## src/sgb_pkg.sv

```systemverilog
// Shared types and constants of the 5x5 separable Gaussian blur.
// No dependencies; sgb_lane, sgb_front and the top level import this package.
package sgb_pkg;

  // Field and counter widths
  localparam int CFG_W         = 12;
  localparam int CFG_IDX_W     = 1;
  localparam int ROW_W         = 12;
  localparam int CH_W          = 8;
  localparam int NUM_CH        = 3;
  localparam int PIX_W         = CH_W * NUM_CH;
  localparam int SLOT_W        = 2;
  localparam int NUM_SLOTS     = 4;
  localparam int TAP_COUNT     = 5;
  localparam int HALF          = TAP_COUNT / 2;
  localparam int DEF_MAX_WIDTH = 2048;

  // Divide-by-ten: sum * 3277 >> 15 is exact for sums below 16384
  localparam int SUM_W     = 12;
  localparam int PROD_W    = 24;
  localparam int DIV_SHIFT = 15;
  localparam logic [SUM_W-1:0] DIV_RECIP = 12'd3277;

  // Register indexes and reset values
  localparam logic [CFG_IDX_W-1:0] REG_FRAME_WIDTH  = 1'b0;
  localparam logic [CFG_IDX_W-1:0] REG_FRAME_HEIGHT = 1'b1;
  localparam logic [CFG_W-1:0]     RST_FRAME_WIDTH  = 12'd640;
  localparam logic [CFG_W-1:0]     RST_FRAME_HEIGHT = 12'd480;

  typedef struct packed {
    logic             mode;
    logic [CH_W-1:0]  in_blue;
    logic [CH_W-1:0]  in_green;
    logic [CH_W-1:0]  in_red;
  } in_item_t;

  typedef struct packed {
    logic [CH_W-1:0]  out_blue;
    logic [CH_W-1:0]  out_green;
    logic [CH_W-1:0]  out_red;
    logic             frame_end;
  } out_item_t;

  // Control of one column job travelling down the pipeline
  typedef struct packed {
    logic              emit;     // produces an output pixel
    logic              wr;       // writes its horizontal value to the line store
    logic              vf;       // output is vertically filtered
    logic              hf;       // horizontal value comes from the filter lane
    logic              fin;      // last pixel of the frame
    logic [SLOT_W-1:0] base;     // line store slot of the job's input row
    logic [SLOT_W-1:0] rd_slot;  // slot read when the output is not filtered
  } job_ctl_t;

endpackage

```

## src/sgb_lane.sv

```systemverilog
// One channel lane of the 1 2 4 2 1 filter: weighted sum, then divide by ten.
// Depends on sgb_pkg. Sum is registered; the quotient follows it combinationally.
module sgb_lane import sgb_pkg::*; (
  input  logic                             clk,
  input  logic                             en,
  input  logic [TAP_COUNT-1:0][CH_W-1:0]   tap,
  output logic [CH_W-1:0]                  q
);

  logic [SUM_W-1:0]  sum_r;
  logic [SUM_W-1:0]  sum_nxt;
  logic [PROD_W-1:0] prod;

  // Weighted sum of the five taps
  always_comb begin
    sum_nxt = SUM_W'(tap[0]) + (SUM_W'(tap[1]) << 1) + (SUM_W'(tap[2]) << 2)
            + (SUM_W'(tap[3]) << 1) + SUM_W'(tap[4]);
  end

  always_ff @(posedge clk) begin
    if (en) begin
      sum_r <= sum_nxt;
    end
  end

  // Truncating divide by ten through the reciprocal
  assign prod = PROD_W'(sum_r) * PROD_W'(DIV_RECIP);
  assign q    = prod[DIV_SHIFT +: CH_W];

endmodule

```

## config.mk

```make
export PLATFORM = sky130hd
export DESIGN_NAME = sgb_lane
export DESIGN_NICKNAME = d
export VERILOG_FILES = /design/src/sgb_pkg.sv /design/src/sgb_lane.sv
export SDC_FILE = /design/constraint.sdc
export NUM_CORES = 1
export LEC_CHECK = 0
export BUFFER_PORTS_ARGS = -buffer_cell sky130_fd_sc_hd__clkbuf_2
export CORE_ASPECT_RATIO = 0.6
export CORE_MARGIN = 3
export CORE_UTILIZATION = 66
export CTS_BUF_LIST = sky130_fd_sc_hd__clkbuf_2 sky130_fd_sc_hd__clkbuf_4 sky130_fd_sc_hd__clkbuf_8
export DETAILED_ROUTE_END_ITERATION = 8
export PLACE_DENSITY = 0.95
export SYNTH_ARGS = -nofsm -noshare
export SYNTH_HDL_FRONTEND = slang
export SYNTH_SLANG_ARGS = --single-unit
```

## constraint.sdc

```tcl
create_clock -name clk -period 10.5 [get_ports clk]
set_input_delay 0.525 -clock clk [delete_from_list [all_inputs] [get_ports clk]]
set_output_delay 0.525 -clock clk [all_outputs]
set_load 0.02 [all_outputs]
```

After elaboration in Yosys (flattened, before gate mapping)
Index checks and enable logic that the tools add are counted.
W data, S select, Z words.

storage, ports and cells
  bits in registers = 12
  word-level logic and storage cells = 6
  bits in read-only memories = 0
  bits of input ports = 42
  memories = 0
  bits in latches = 0
  RAM bits = 0

operators by class
  bitwise logic cells = 0
  divide/modulo/power cells = 0
  add/subtract/negate cells = 4
  $lt $le $gt $ge = 0
  shifts and indexed selects = 0
  multipliers = 1
  mux-type cells = 0
  reduce and logical (&&, ||, !) cells = 0
  equality and inequality tests = 0

operators with widths
  kind                      number
  $mul A12 B12 Y23 const B  1
  $add A11 B9 Y12           1
  $add A12 B8 Y12           1
  $add A10 B10 Y11          1
  $add A8 B9 Y10            1

Depth between registers and ports, before layout
  depth in word-level cells = 4
  depth in mapped cells = 17
  depth with buffers taken out = 16

Least setup slack after synthesis
Ideal clock, no wire load.

  path type = register to output
  from = reg sum_r[2]
  to = out q[4]
  data required time = 9,975 ps
  path buffers = 1
  stages on the path, launching flop included = 16
  arrival = 4,425 ps
  slack = 5,550 ps
  cell sequence = edfxtp_1 > ha_1 > xor2_1 > ha_1 > fa_1 > fa_1 > inv_1 > fa_1 > inv_1 > ha_1 > a21o_1 > or4_1 > a21oi_2 > o21ai_1 > xor2_1 > buf_4

on the way
  word-level cells in the longest chain between the ends = 1

RTL lines
  element                 RTL line        text
  from (decl)             sgb_lane.sv:10  logic [SUM_W-1:0] sum_r;
  from (signal assigned)  sgb_lane.sv:22  sum_r <= sum_nxt;
  $mul A12 B12 Y23        sgb_lane.sv:27  assign prod = PROD_W'(sum_r) * PROD_W'(DIV_RECIP);
  to (decl)               sgb_lane.sv:7   output logic [CH_W-1:0] q

Every way passes these cells.

Final worst setup path
  from = reg sum_r[7]
  to = out q[1]

Same word-level chain as after synthesis.

==> results.toml <==
[outcome]
outcome = "complete, no violations"

[die]
num_rows = 20
fp.coreArea_mm2 = 0.00531
floorplan.io_pins = 50
die_y_um = 64.8
chipWidth_um = 104
fp.dieArea_mm2 = 0.00674
initial_core_utilization = 0.717

[synth]
synth_seq_cells = 12
ys_types = 40
synth_cells = 361
synth.yosys.warnings = 0
post_synth.cell_area_avg_um2 = 10.5
synthesis.nets = 559
synth.cell_area_mm2 = 0.00380
sequential_fraction_of_the_synthesis_area = 0.0947

[timing]
max_freq_mhz = 182
fin_crit_ns = 5.49
rsz_0062_raised_after_global_routing = "no"
worst-slew-pin-transition_ns = 0.496
final.setup.worst_slack_ns = 5.01
slew-limit-headroom = 0.665
hold_violations = 0
report.final.setup_viol = 0
slew_violations = 0
final_tns_setup_ns = 0
period_share = 0.523

[hold_path]
worstHoldPathCells = 2
worstHoldPathType = "input port to register"

[routing]
via_count_of_the_routed_design = 2632
drt_pre_antenna_iters = 4
post_drt_wl_per_cell_um = 16.8
detail_route.drc_violations = 0
ant_nets = 0
wl_mm = 8.08
via_density_per_instance = 5.47
first_iter_violations = 154

[final_layout]
reg.largest.list = "sum_r: 12 flops"
registers.top_by_ff_count = "sum_r"
number_of_flip_flops_under_the_largest_register_name = 12
final_area_mm2 = 0.00412
layout.nets = 604
areaGrowthSynthToFinish_pct = 8.36
final_layout_size_suffix_gt1_frac = 0.151
n_antenna_cell = 0
final_cell_count_no_fill = 481

[grt]
first_pass_grt_wire_length_mm = 14.0
grt_pass1_vias = 2970
globalRouteTotalUtil = 0.267
grt_antenna_before_repair = 0
maximum_number_of_pins_on_one_net_before_global_route_repair = 13
grt_overflow_total = 0

[worst_setup_path]
timing.critical_path.arrival_ns = 4.96
maximum_net_fanout_on_the_critical_path = 5
critical_path_required_ns = 9.98
worst_setup_path_start_kind = "register"
critPathMaxStageDelay_ns = 0.56
critPathCaptureType = "primary output"
worstSetupPathType = "register to primary output"
timing.critical_path.slowest_stage_cell = "fa_1"
cp_cell_sequence = "ha_1 > inv_1 > fa_1 > inv_1 > fa_1 > fa_1 > inv_1 > fa_1 > inv_1 > ha_1 > a21oi_1 > o21ai_1 > or2_4 > a2111oi_4 > a311o_1 > clkbuf_2"

[clocking]
cts.repair_timing.setup_buffer_count = 0
cts-buffers-inserted = 3
cts_resized = 0
ctsRootBufferMaster = "clkbuf_8"
cts.htree.levels = 1
cts.clk_slew.worst_paths_ns = 0.05
cts_max_path_buffers = 2
cts.sinks = 12
tritoncts = "yes"
cts_hold_buffers = 0

[place]
dp_worst_setup_slack_ns = 5.29
hpwlAfterDp_mm = 7.30
dp.cells = 478
routabilityCongestion = 0.969
numPortBuffers = 49
dpl_cell_area_mm2 = 0.00408

[job]
cap_viol_max_count = 0
## layout by cell type (no fill, tap or decap), drive strengths merged, types with 2 or more instances in the layout
cell    instances
o21ai           7
fa             60
a21oi          17
edfxtp         12
nand2           9
inv            92
nor2b           3
xnor2          14
nor2            7
a21o            5
and2            2
and3            2
ha             96
nor3            2
xor2            4
clkbuf         52
nand3           2
## worst max-delay path, delay by kind of cell, from the launching register on
kind | cells | cell delay (ns)
simple gates | 1 | 0.27
flops | 1 | 0.51
buf+inv | 5 | 0.40
fa+ha+maj | 6 | 2.79
compound gates | 4 | 0.74
## cell type report
type	instances	area [um^2]
Inverter	92	345
Sequential cell	12	360
Multi-Input combinational cell	248	3030
Clock buffer	3	41.3
Timing Repair Buffer	49	245
Tap cell	77	96.3
Fill cell	346	1180
## per-layer routing
metal,global-route usage,share of wire,wire (um),vias to the layer above
met5,0,0,0,-
met4,0.0332,0.0067,54,0
met3,0.0398,0.052,421,10
met2,0.472,0.49,3990,73
met1,0.364,0.45,3610,1296
li1,-,-,-,1253
## cells by family after synthesis
kind of cell             share of synthesized area
AO/OA/AOI/OAI                               0.0763
AND/OR/NAND/NOR                             0.0480
XOR/XNOR                                    0.0414
adder cells (fa/ha/maj)                      0.632
flip-flops                                  0.0947
buffers and inverters                        0.108
## Yosys cell counts
cell type / count / area (um^2)
nand4b_1: 1 / 8.76
a31oi_1: 1 / 6.26
and3_4: 1 / 11.3
o21ai_1: 5 / 25.0
ha_1: 96 / 1200
nand3_1: 2 / 10.0
xnor2_1: 14 / 123
nand4_1: 1 / 6.26
a311o_1: 1 / 10.0
a21oi_1: 14 / 70.1
o22ai_1: 1 / 6.26
fa_1: 60 / 1200
edfxtp_1: 12 / 360
nor2b_1: 3 / 18.8
nand2_1: 9 / 33.8
o21ai_0: 2 / 10.0
a211o_1: 1 / 8.76
nor3_1: 2 / 10.0
o41ai_1: 1 / 8.76
a2111oi_4: 1 / 27.5
a21o_1: 5 / 37.5
nor3b_1: 1 / 7.51
or4_1: 1 / 7.51
nor2_1: 6 / 22.5
a21oi_2: 3 / 26.3
a221o_1: 1 / 10.0
xor2_1: 4 / 35.0
buf_2: 1 / 5.00
and2_1: 2 / 12.5
or3_1: 1 / 6.26
buf_4: 8 / 60.1
o221a_2: 1 / 11.3
and3_1: 1 / 6.26
nand2b_1: 1 / 6.26
or2_4: 1 / 8.76
nor2_2: 1 / 6.26
inv_1: 92 / 345
o311a_1: 1 / 10.0
o31ai_1: 1 / 7.51
a221oi_2: 1 / 15.0
## per-stage QoR
step | hold WS, ns | utilization
final | 0.612 | 0.777
after detailed placement | 0.848 | 0.769
after global routing | 0.609 | 0.777
after floorplan | 0.637 | -
after CTS | 0.608 | 0.777
after global placement | 0.843 | 0.769
## path summary, 6_finish.rpt
check	to	slack, ns	start
hold / removal	sum_r[0]	0.61	tap[32]
setup / recovery	q[1]	5.01	sum_r[7]
Power is not shown: default switching activity piles up to over one toggle a cycle in this logic, so the estimate is an artifact.
