[config.mk]
export PLATFORM = sky130hd
export DESIGN_NAME = sgb_front
export DESIGN_NICKNAME = d
export VERILOG_FILES = /design/src/sgb_pkg.sv /design/src/sgb_lane.sv /design/src/sgb_front.sv
export SDC_FILE = /design/constraint.sdc
export NUM_CORES = 1
export LEC_CHECK = 0
export BUFFER_PORTS_ARGS = -buffer_cell sky130_fd_sc_hd__buf_2
export CAP_MARGIN = 20
export CORE_MARGIN = 8
export CORE_UTILIZATION = 56
export CTS_BUF_LIST = sky130_fd_sc_hd__clkbuf_16
export DETAILED_ROUTE_END_ITERATION = 8
export PLACE_DENSITY = 0.73
export SKIP_CTS_REPAIR_TIMING = 1
export SYNTH_ARGS = -nofsm -noshare
export SYNTH_HDL_FRONTEND = slang
export SYNTH_SLANG_ARGS = --single-unit
[constraint.sdc]
create_clock -name clk -period 8.5 [get_ports clk]
set_input_delay 2.55 -clock clk [delete_from_list [all_inputs] [get_ports clk]]
set_output_delay 2.55 -clock clk [all_outputs]
set_load 0.05 [all_outputs]
[src/sgb_pkg.sv]
// Shared types and constants of the 5x5 separable Gaussian blur.
// No dependencies; sgb_lane, sgb_front and the top level import this package.
package sgb_pkg;

  // Field and counter widths
  localparam int CFG_W         = 12;
  localparam int CFG_IDX_W     = 1;
  localparam int ROW_W         = 12;
  localparam int CH_W          = 8;
  localparam int NUM_CH        = 3;
  localparam int PIX_W         = CH_W * NUM_CH;
  localparam int SLOT_W        = 2;
  localparam int NUM_SLOTS     = 4;
  localparam int TAP_COUNT     = 5;
  localparam int HALF          = TAP_COUNT / 2;
  localparam int DEF_MAX_WIDTH = 2048;

  // Divide-by-ten: sum * 3277 >> 15 is exact for sums below 16384
  localparam int SUM_W     = 12;
  localparam int PROD_W    = 24;
  localparam int DIV_SHIFT = 15;
  localparam logic [SUM_W-1:0] DIV_RECIP = 12'd3277;

  // Register indexes and reset values
  localparam logic [CFG_IDX_W-1:0] REG_FRAME_WIDTH  = 1'b0;
  localparam logic [CFG_IDX_W-1:0] REG_FRAME_HEIGHT = 1'b1;
  localparam logic [CFG_W-1:0]     RST_FRAME_WIDTH  = 12'd640;
  localparam logic [CFG_W-1:0]     RST_FRAME_HEIGHT = 12'd480;

  typedef struct packed {
    logic             mode;
    logic [CH_W-1:0]  in_blue;
    logic [CH_W-1:0]  in_green;
    logic [CH_W-1:0]  in_red;
  } in_item_t;

  typedef struct packed {
    logic [CH_W-1:0]  out_blue;
    logic [CH_W-1:0]  out_green;
    logic [CH_W-1:0]  out_red;
    logic             frame_end;
  } out_item_t;

  // Control of one column job travelling down the pipeline
  typedef struct packed {
    logic              emit;     // produces an output pixel
    logic              wr;       // writes its horizontal value to the line store
    logic              vf;       // output is vertically filtered
    logic              hf;       // horizontal value comes from the filter lane
    logic              fin;      // last pixel of the frame
    logic [SLOT_W-1:0] base;     // line store slot of the job's input row
    logic [SLOT_W-1:0] rd_slot;  // slot read when the output is not filtered
  } job_ctl_t;

endpackage

[src/sgb_lane.sv]
// One channel lane of the 1 2 4 2 1 filter: weighted sum, then divide by ten.
// Depends on sgb_pkg. Sum is registered; the quotient follows it combinationally.
module sgb_lane import sgb_pkg::*; (
  input  logic                             clk,
  input  logic                             en,
  input  logic [TAP_COUNT-1:0][CH_W-1:0]   tap,
  output logic [CH_W-1:0]                  q
);

  logic [SUM_W-1:0]  sum_r;
  logic [SUM_W-1:0]  sum_nxt;
  logic [PROD_W-1:0] prod;

  // Weighted sum of the five taps
  always_comb begin
    sum_nxt = SUM_W'(tap[0]) + (SUM_W'(tap[1]) << 1) + (SUM_W'(tap[2]) << 2)
            + (SUM_W'(tap[3]) << 1) + SUM_W'(tap[4]);
  end

  always_ff @(posedge clk) begin
    if (en) begin
      sum_r <= sum_nxt;
    end
  end

  // Truncating divide by ten through the reciprocal
  assign prod = PROD_W'(sum_r) * PROD_W'(DIV_RECIP);
  assign q    = prod[DIV_SHIFT +: CH_W];

endmodule

[src/sgb_front.sv]
// Front end: configuration registers, raster counters, raw pixel window,
// column job issue and horizontal filter lanes. Depends on sgb_pkg, sgb_lane.
module sgb_front import sgb_pkg::*; #(
  parameter int MAX_WIDTH = DEF_MAX_WIDTH,
  localparam int COL_W = $clog2(MAX_WIDTH)
) (
  input  logic                  clk,
  input  logic                  rst_n,
  input  logic                  cfg_we,
  input  logic [CFG_IDX_W-1:0]  cfg_index,
  input  logic [CFG_W-1:0]      cfg_wdata,
  input  logic                  in_valid,
  output logic                  in_ready,
  input  in_item_t              in_data,
  input  logic                  b_open,
  output logic                  a_vld,
  output job_ctl_t              a_ctl,
  output logic [COL_W-1:0]      a_col,
  output logic [PIX_W-1:0]      a_t
);

  localparam int CW1  = COL_W + 1;
  localparam int CMPW = (CW1 > CFG_W) ? CW1 : CFG_W;
  localparam logic [CMPW-1:0] WMAX = CMPW'(MAX_WIDTH);

  logic [CFG_W-1:0]            cfg_w_r, cfg_w_nxt, cfg_h_r, cfg_h_nxt;
  logic [ROW_W-1:0]            in_row_r, in_row_nxt, out_row_r, out_row_nxt;
  logic [ROW_W-1:0]            pend_row_r, pend_row_nxt;
  logic [COL_W-1:0]            in_col_r, in_col_nxt, out_col_r, out_col_nxt;
  logic [COL_W-1:0]            pend_col_r, pend_col_nxt;
  logic [1:0]                  pend_cnt_r, pend_cnt_nxt;
  logic [3:0][PIX_W-1:0]       rw_r, rw_nxt;
  logic                        a_vld_r;
  job_ctl_t                    a_ctl_r;
  logic [COL_W-1:0]            a_col_r;
  logic [PIX_W-1:0]            a_traw_r;

  logic [CMPW-1:0]             w_cfg_x;
  logic [CW1-1:0]              w_eff, w_m1;
  logic [CFG_W-1:0]            h_eff;
  logic                        a_open, acc, pix_acc, fls_acc, frame_done;
  logic [COL_W-1:0]            ic, lo;
  logic [ROW_W-1:0]            ir;
  logic                        last, ic_ge, pix_job, first_hf;
  logic [1:0]                  npend;
  logic [PIX_W-1:0]            cur, first_t, pend_t;
  logic                        issue, is_flush;
  logic [ROW_W-1:0]            j_row, adv_row;
  logic [COL_W-1:0]            j_col, adv_col;
  logic [CW1-1:0]              adv_col1, ic1;
  logic [PIX_W-1:0]            j_t;
  job_ctl_t                    jc;
  logic [PIX_W-1:0]            hq;

  // Effective frame size: width clamped to 1..MAX_WIDTH, height zero read as one
  assign w_cfg_x = CMPW'(cfg_w_r);
  always_comb begin
    if (cfg_w_r == '0) begin
      w_eff = CW1'(1);
    end else if (w_cfg_x > WMAX) begin
      w_eff = CW1'(WMAX);
    end else begin
      w_eff = CW1'(w_cfg_x);
    end
  end
  assign w_m1  = w_eff - CW1'(1);
  assign h_eff = (cfg_h_r == '0) ? CFG_W'(1) : cfg_h_r;

  // Handshake: row-end jobs still pending hold the input off
  assign a_open     = !a_vld_r || b_open;
  assign in_ready   = a_open && (pend_cnt_r == '0);
  assign acc        = in_valid && in_ready;
  assign pix_acc    = acc && !in_data.mode;
  assign fls_acc    = acc && in_data.mode;
  assign frame_done = in_row_r >= ROW_W'(h_eff);

  // Position of the arriving pixel; a pixel after a complete frame starts a new one
  assign ic  = frame_done ? '0 : in_col_r;
  assign ir  = frame_done ? '0 : in_row_r;
  assign cur = {in_data.in_red, in_data.in_green, in_data.in_blue};

  // Columns made final by this pixel: lo up to ic on the last column, else ic-2
  assign last    = CW1'(ic) == w_m1;
  assign ic_ge   = ic >= COL_W'(HALF);
  assign lo      = ic_ge ? ic - COL_W'(HALF) : '0;
  assign pix_job = last || ic_ge;
  assign npend   = last ? 2'(ic - lo) : 2'd0;
  assign ic1     = CW1'(ic) + CW1'(1);

  always_comb begin
    if (lo == ic) begin
      first_t = cur;
    end else if (lo + COL_W'(1) == ic) begin
      first_t = rw_r[0];
    end else begin
      first_t = rw_r[1];
    end
  end
  assign first_hf = (lo >= COL_W'(HALF)) && (CW1'(lo) + CW1'(HALF) < w_eff);

  // Pending row-end jobs see the window already shifted by one
  assign pend_t = (CW1'(pend_col_r) == w_m1) ? rw_r[0] : rw_r[1];

  // Job selection
  always_comb begin
    issue    = 1'b0;
    is_flush = 1'b0;
    j_row    = ir;
    j_col    = lo;
    j_t      = first_t;
    jc       = '0;
    if (pend_cnt_r != '0 && a_open) begin
      issue  = 1'b1;
      j_row  = pend_row_r;
      j_col  = pend_col_r;
      j_t    = pend_t;
    end else if (pix_acc && pix_job) begin
      issue  = 1'b1;
      jc.hf  = first_hf;
    end else if (fls_acc && frame_done && (out_row_r < ROW_W'(h_eff))) begin
      issue    = 1'b1;
      is_flush = 1'b1;
      j_col    = out_col_r;
    end
    if (is_flush) begin
      jc.emit    = 1'b1;
      jc.rd_slot = out_row_r[SLOT_W-1:0];
      jc.base    = out_row_r[SLOT_W-1:0];
      jc.fin     = (out_row_r == ROW_W'(h_eff - CFG_W'(1))) && (CW1'(out_col_r) == w_m1);
    end else begin
      jc.emit    = j_row >= ROW_W'(HALF);
      jc.wr      = 1'b1;
      jc.vf      = j_row >= ROW_W'(2 * HALF);
      jc.base    = j_row[SLOT_W-1:0];
      jc.rd_slot = j_row[SLOT_W-1:0] - SLOT_W'(HALF);
    end
  end

  // Output position that the issued job leaves behind
  always_comb begin
    adv_row  = is_flush ? out_row_r : j_row - ROW_W'(HALF);
    adv_col  = j_col;
    adv_col1 = CW1'(adv_col) + CW1'(1);
  end

  // Counter, window and pending-job updates
  always_comb begin
    cfg_w_nxt    = cfg_w_r;
    cfg_h_nxt    = cfg_h_r;
    in_row_nxt   = in_row_r;
    in_col_nxt   = in_col_r;
    out_row_nxt  = out_row_r;
    out_col_nxt  = out_col_r;
    pend_row_nxt = pend_row_r;
    pend_col_nxt = pend_col_r;
    pend_cnt_nxt = pend_cnt_r;
    rw_nxt       = rw_r;
    if (pend_cnt_r != '0 && a_open) begin
      pend_cnt_nxt = pend_cnt_r - 2'd1;
      pend_col_nxt = pend_col_r + COL_W'(1);
    end
    if (pix_acc) begin
      if (frame_done) begin
        out_row_nxt = '0;
        out_col_nxt = '0;
      end
      if (ic1 >= w_eff) begin
        in_col_nxt = '0;
        in_row_nxt = ir + ROW_W'(1);
      end else begin
        in_col_nxt = ic + COL_W'(1);
        in_row_nxt = ir;
      end
      rw_nxt       = {rw_r[2:0], cur};
      pend_cnt_nxt = npend;
      pend_col_nxt = lo + COL_W'(1);
      pend_row_nxt = ir;
    end
    if (issue && jc.emit) begin
      if (adv_col1 >= w_eff) begin
        out_col_nxt = '0;
        out_row_nxt = adv_row + ROW_W'(1);
      end else begin
        out_col_nxt = COL_W'(adv_col1);
        out_row_nxt = adv_row;
      end
    end
    // A register write abandons the frame in progress
    if (cfg_we) begin
      case (cfg_index)
        REG_FRAME_WIDTH:  cfg_w_nxt = cfg_wdata;
        REG_FRAME_HEIGHT: cfg_h_nxt = cfg_wdata;
        default: ;
      endcase
      in_row_nxt   = '0;
      in_col_nxt   = '0;
      out_row_nxt  = '0;
      out_col_nxt  = '0;
      pend_cnt_nxt = '0;
    end
  end

  // Control state
  always_ff @(posedge clk) begin
    if (!rst_n) begin
      cfg_w_r    <= RST_FRAME_WIDTH;
      cfg_h_r    <= RST_FRAME_HEIGHT;
      in_row_r   <= '0;
      in_col_r   <= '0;
      out_row_r  <= '0;
      out_col_r  <= '0;
      pend_cnt_r <= '0;
      rw_r       <= '0;
      a_vld_r    <= 1'b0;
    end else begin
      cfg_w_r    <= cfg_w_nxt;
      cfg_h_r    <= cfg_h_nxt;
      in_row_r   <= in_row_nxt;
      in_col_r   <= in_col_nxt;
      out_row_r  <= out_row_nxt;
      out_col_r  <= out_col_nxt;
      pend_cnt_r <= pend_cnt_nxt;
      rw_r       <= rw_nxt;
      if (a_open) begin
        a_vld_r <= issue;
      end
    end
  end

  // Job payload
  always_ff @(posedge clk) begin
    pend_row_r <= pend_row_nxt;
    pend_col_r <= pend_col_nxt;
    if (a_open && issue) begin
      a_ctl_r  <= jc;
      a_col_r  <= j_col;
      a_traw_r <= j_t;
    end
  end

  // Horizontal lanes, one per channel, centered two columns back
  for (genvar k = 0; k < NUM_CH; k++) begin : g_hlane
    logic [TAP_COUNT-1:0][CH_W-1:0] htap;
    assign htap = {cur[k*CH_W +: CH_W], rw_r[0][k*CH_W +: CH_W], rw_r[1][k*CH_W +: CH_W],
                   rw_r[2][k*CH_W +: CH_W], rw_r[3][k*CH_W +: CH_W]};
    sgb_lane u_lane (
      .clk (clk),
      .en  (a_open && issue),
      .tap (htap),
      .q   (hq[k*CH_W +: CH_W])
    );
  end

  assign a_vld = a_vld_r;
  assign a_ctl = a_ctl_r;
  assign a_col = a_col_r;
  assign a_t   = a_ctl_r.hf ? hq : a_traw_r;

endmodule

---- After elaboration in Yosys (flattened, before gate mapping) ----
Cells that the tools add are included.
word-level totals
  output and inout bits ................... 46
  register bits ........................... 272
cells by class
  equality and inequality tests ........... 6
  $mul .................................... 3
  reduce and logical (&&, ||, !) cells .... 28
  bitwise gates (word level) .............. 3
  $add $sub $neg .......................... 27
  $lt $le $gt $ge ......................... 10
  muxes and demuxes ....................... 39
operators by type and width
  cell                                                  number
  two-way mux 11 bit                                    12
  two-way mux 12 bit                                    11
  two-way mux 24 bit                                    5
  multiplier 12 x 12 -> 23 bit, second input constant   3
  adder 12 x 10 -> 12 bit                               3
  adder 12 x 8 -> 12 bit                                3
  adder 12 x 9 -> 12 bit                                3
  equality test 11 x 12 -> 1 bit                        3
  >= comparator 12 bit                                  3
  adder 11 x 1 -> 11 bit, second input constant         3
  adder 8 x 9 -> 10 bit                                 3
  adder 11 x 1 -> 12 bit, second input constant         2
  adder 12 x 1 -> 12 bit, second input constant         2
  zero test 12 bit                                      2
  < comparator 12 bit                                   2
  subtractor 12 x 1 -> 12 bit, second input constant    2
  equality test 11 bit                                  2
  >= comparator 11 x 2 -> 1 bit, second input constant  2
  adder 11 x 2 -> 12 bit, second input constant         1
  equality test 12 bit                                  1
  >= comparator 12 x 2 -> 1 bit, second input constant  1
  >= comparator 12 x 3 -> 1 bit, second input constant  1
  > comparator 12 bit, second input constant            1
  logical AND 1 bit                                     12
  other kinds (15)                                      33

---- Logic depth before layout (Yosys ltp) ----
  depth in word-level cells ............... 14
  depth in mapped cells ................... 32

---- Hierarchy ----
From an unflattened synthesis, not the netlist that was laid out.
second synthesis, totals
  cells, all modules ...................... 3003
  area, all modules ....................... 27219.9 µm²
modules (own cells, without submodules)
  module                         cells each  instances  area each (µm²)  sequential area each (µm²)
  sgb_front                      1796        1          15288.4          5365.1
  sgb_lane at g_hlane[0].u_lane  411         1          4041.4           360.3
  sgb_lane at g_hlane[1].u_lane  398         1          3951.3           360.3
  sgb_lane at g_hlane[2].u_lane  398         1          3938.8           360.3

---- Least setup slack after synthesis ----
Ideal clock, no wire load.
  path kind ............................... register to output
  from .................................... register g_hlane[1].u_lane.sum_r[2]
  to ...................................... output a_t[14]
  stages on the path, launching flop included .. 19
  setup slack ............................. 0.487 ns
  arrival time ............................ 5.463 ns
  data required time ...................... 5.950 ns
  path through ............................ edfxtp_1 ha_1 inv_1 fa_1 fa_1 inv_1 fa_1 fa_1 ha_1 a21o_1 a21oi_1 nor3b_1 o211ai_1 a32o_1 or4_1 a31oi_1 o21bai_1 a31oi_1 o31a_1
on the way
  cells in the longest elaborated chain, start to end .. 2
RTL lines
  item                          line              RTL
  start: declaration            sgb_lane.sv:10    logic [SUM_W-1:0] sum_r;
  start signal: assignment      sgb_lane.sv:22    sum_r <= sum_nxt;
  multiplier 12 x 12 -> 23 bit  sgb_lane.sv:27    assign prod = PROD_W'(sum_r) * PROD_W'(DIV_RECIP);
  two-way mux 24 bit            sgb_front.sv:257  assign a_t = a_ctl_r.hf ? hq : a_traw_r;
  end: declaration              sgb_front.sv:19   output logic [PIX_W-1:0] a_t
No other way between the ends.

---- Worst setup path after layout ----
  from .................................... register g_hlane[1].u_lane.sum_r[2]
  to ...................................... output a_t[15]
Same word-level chain as after synthesis.

==> impl_metrics.ini <==
[outcome]
status = finished, violations left
violations = negative setup slack

[placement]
dp_hpwl_um = 50990
io_buffers = 88
dp_slack_ns = 0.04035
gp_congestion = 0.9704

[hold_path]
hold_path.class = flop to flop

[timing]
worst_pin_slew_ns = 1.171
period_share_pct = 101.2
layout_setup_ws_ns = -0.1031
hold_viol = 0
slew_headroom_pct = 21.57
finalSetupViolations = 1
rsz0062_at_grt = yes
finalMaxSlewViolations = 0
fin_crit_ns = 8.603
whs_ns = 0.4746
max_freq_mhz = 116.2
skew_ns = 0.02214

[synthesis]
synth_edf_count = 102
yosysWarnings = 0
synth_cell_types = 83
syn_area_per_cell_um2 = 9.029
synth_cells = 2879
synth_ff_type = dfxtp_1
syn-cell-area_um2 = 25990
synth_nets = 3470
synth-async-reset-ratio_pct = 0
yosysSeqAreaShare_pct = 24.80
ys_seq_elements = 271

[floorplan]
core_area_um2 = 46160
chipHeight_um = 231.4
die_area_um2 = 53570
start_util_pct = 56.31
die_x_um = 231.4
pin_count = 89
rows = 79

[layout]
num-fill-cells = 3878
most-common-layout-cells = 392 x inv_1, 376 x ha_1, 345 x nand2_1, 169 x dfxtp_1, 165 x fa_1
regArea_um2 = 6446
drive_gt1_share_pct = 8.929
final_nets = 3536
post-route-util_pct = 61.34
multi_input_area_um2 = 17780
area_delta_synth_final_pct = 8.934
layout.cells.most_common = inv_1

[global_route]
grt_max_degree = 123
grt_overflow = 0
grt_pass1_vias = 20606
antenna_found_initial = 1
grt_pass1_wl_um = 105800
track_usage_pct = 23.89

[clock_tree]
clock_sinks = 271
cts.path.max_buffers = 3
htree_levels = 1
clk_latency_ns = 0.58
cts-root-buf = clkbuf_16
path_clk_slew_ns = 0.06
cts_tree = done
cts_made_buffers = 29

[drt]
drc = 0
vias_per_cell = 5.735
drtIter0Drc = 1256
detail-route-antenna-nets = 0
num_vias = 20513
routedWlPerCell_um = 18.33
wl_um = 65560
drt-pass1-iter-count = 7

[setup_path]
worstPathArrival_ns = 6.05
endpoint_kind = output pin
path_max_fanout = 4
worstSetupStartpointType = flop
worstSetupPathType = flop to output pin
crit_required_ns = 5.95

[power_and_ir_drop]
leakagePower_uw = 0.01291
power.density_nw_per_um2 = 225.8
peakVddDrop_mv = 0.3596
p_total_uw = 6394

[job]
cap_violations = 0
==> flip-flops by register name, summed over array words and instances, names as in the netlist <==
name	flops
in_row_r	12
g_hlane.u_lane.sum_r	36
in_col_r	11
a_vld	1
g_hlane.htap	96
a_traw_r	24
a_col	11
a_ctl	8
pend_cnt_r	2
pend_col_r	11
pend_row_r	12
out_col_r	11
cfg_w_r	12
out_row_r	12
cfg_h_r	12
==> power breakdown <==
part,internal [µW],switching (µW),leakage (µW)
clock,668,533,0.000460
combinational,1530,2160,0.0101
sequential,1430,75.1,0.00233
==> through the flow <==
step	std cells	TNS [ns]	instance area, µm²
finish	3577	-0.1031	28320
global route	3576	-0.6796	28310
CTS	3546	-1.854	27890
detailed placement	3492	0	26990
global placement	3492	0	26990
floorplan	2879	0	25990
==> critical path: stages (launching register included) <==
cell and delay, ns:
edfxtp_1 0.40, buf_6 0.14, ha_4 0.26, inv_2 0.03, fa_1 0.46, fa_1 0.50, inv_1 0.05, fa_1 0.45
fa_1 0.58, ha_4 0.22, a21o_1 0.18, a21oi_2 0.14, nor3b_2 0.16, o211ai_1 0.16, a32o_2 0.32, or4_4 0.44
a31oi_4 0.23, o21bai_4 0.09, a21oi_2 0.15, xnor2_1 0.08, mux2_2 0.27, buf_6 0.15
==> final timing paths <==
path | slack (ns) | cells after the start | to | start
max | -0.10 | 21 | a_t[15] | g_hlane[1].u_lane.sum_r[2]
min | 0.47 | 2 | g_hlane[2].htap[0] | g_hlane[2].htap[0]
max reg2reg | 1.09 | 32 | out_row_r[11] | cfg_h_r[6]
min reg2reg | 0.47 | 2 | g_hlane[2].htap[0] | g_hlane[2].htap[0]
==> metal layers <==
| layer | global-route usage [%] | part of all wire, % | vias to the layer above |
|---|---|---|---|
| met3 | 2.653 | 4.5 | 155 |
| met1 | 30.01 | 44 | 9923 |
| met2 | 41.76 | 48 | 537 |
| met4 | 9.147 | 3.8 | 0 |
| met5 | 0 | 0 | - |
| li1 | - | - | 9898 |
==> kinds of logic after synthesis <==
family	Yosys count	share of synthesized area, %
buf+inv	508	7.514
fa+ha+maj	548	31.14
mux	72	2.859
compound gates	544	14.30
xor+xnor	178	5.998
flops	271	24.80
simple gates	758	13.39
==> Yosys cell counts, types with 5 or more instances <==
cell type | count | share of area [%]
a211oi_1 | 28 | 0.81
a21boi_0 | 116 | 3.4
a21o_1 | 38 | 1.1
a21oi_1 | 129 | 2.5
a221oi_1 | 5 | 0.17
a22o_1 | 7 | 0.24
a22oi_1 | 10 | 0.29
a311oi_1 | 5 | 0.17
a31oi_1 | 21 | 0.51
a32o_1 | 7 | 0.27
and2_1 | 21 | 0.51
and3_1 | 11 | 0.26
buf_2 | 13 | 0.25
clkbuf_1 | 93 | 1.3
dfxtp_1 | 169 | 13
edfxtp_1 | 102 | 12
fa_1 | 165 | 13
ha_1 | 383 | 18
inv_1 | 390 | 5.6
mux2_2 | 18 | 0.78
mux2i_1 | 54 | 2.1
nand2_1 | 345 | 5.0
nand2b_1 | 24 | 0.58
nand3_1 | 43 | 0.83
nand4_1 | 17 | 0.41
nor2_1 | 155 | 2.2
nor2b_1 | 22 | 0.53
nor3_1 | 43 | 0.83
nor3b_1 | 9 | 0.26
nor4_1 | 23 | 0.55
o211ai_1 | 15 | 0.43
o21a_1 | 10 | 0.29
o21ai_0 | 62 | 1.2
o21bai_1 | 22 | 0.64
o22ai_1 | 11 | 0.26
o31ai_1 | 10 | 0.29
or2_2 | 7 | 0.17
or3_1 | 13 | 0.31
or4_1 | 6 | 0.17
xnor2_1 | 111 | 3.7
xor2_1 | 67 | 2.3
==> cell type report <==
type | instances | area share, %
tap | 607 | 2.682
multi-input combinational | 2100 | 62.79
clock buffer | 30 | 2.651
timing repair buffer | 150 | 3.349
sequential | 271 | 22.77
antenna | 2 | 0.01767
inverter | 393 | 5.219
clock inverter | 24 | 0.5214
Power figures use the tool's default switching activity.
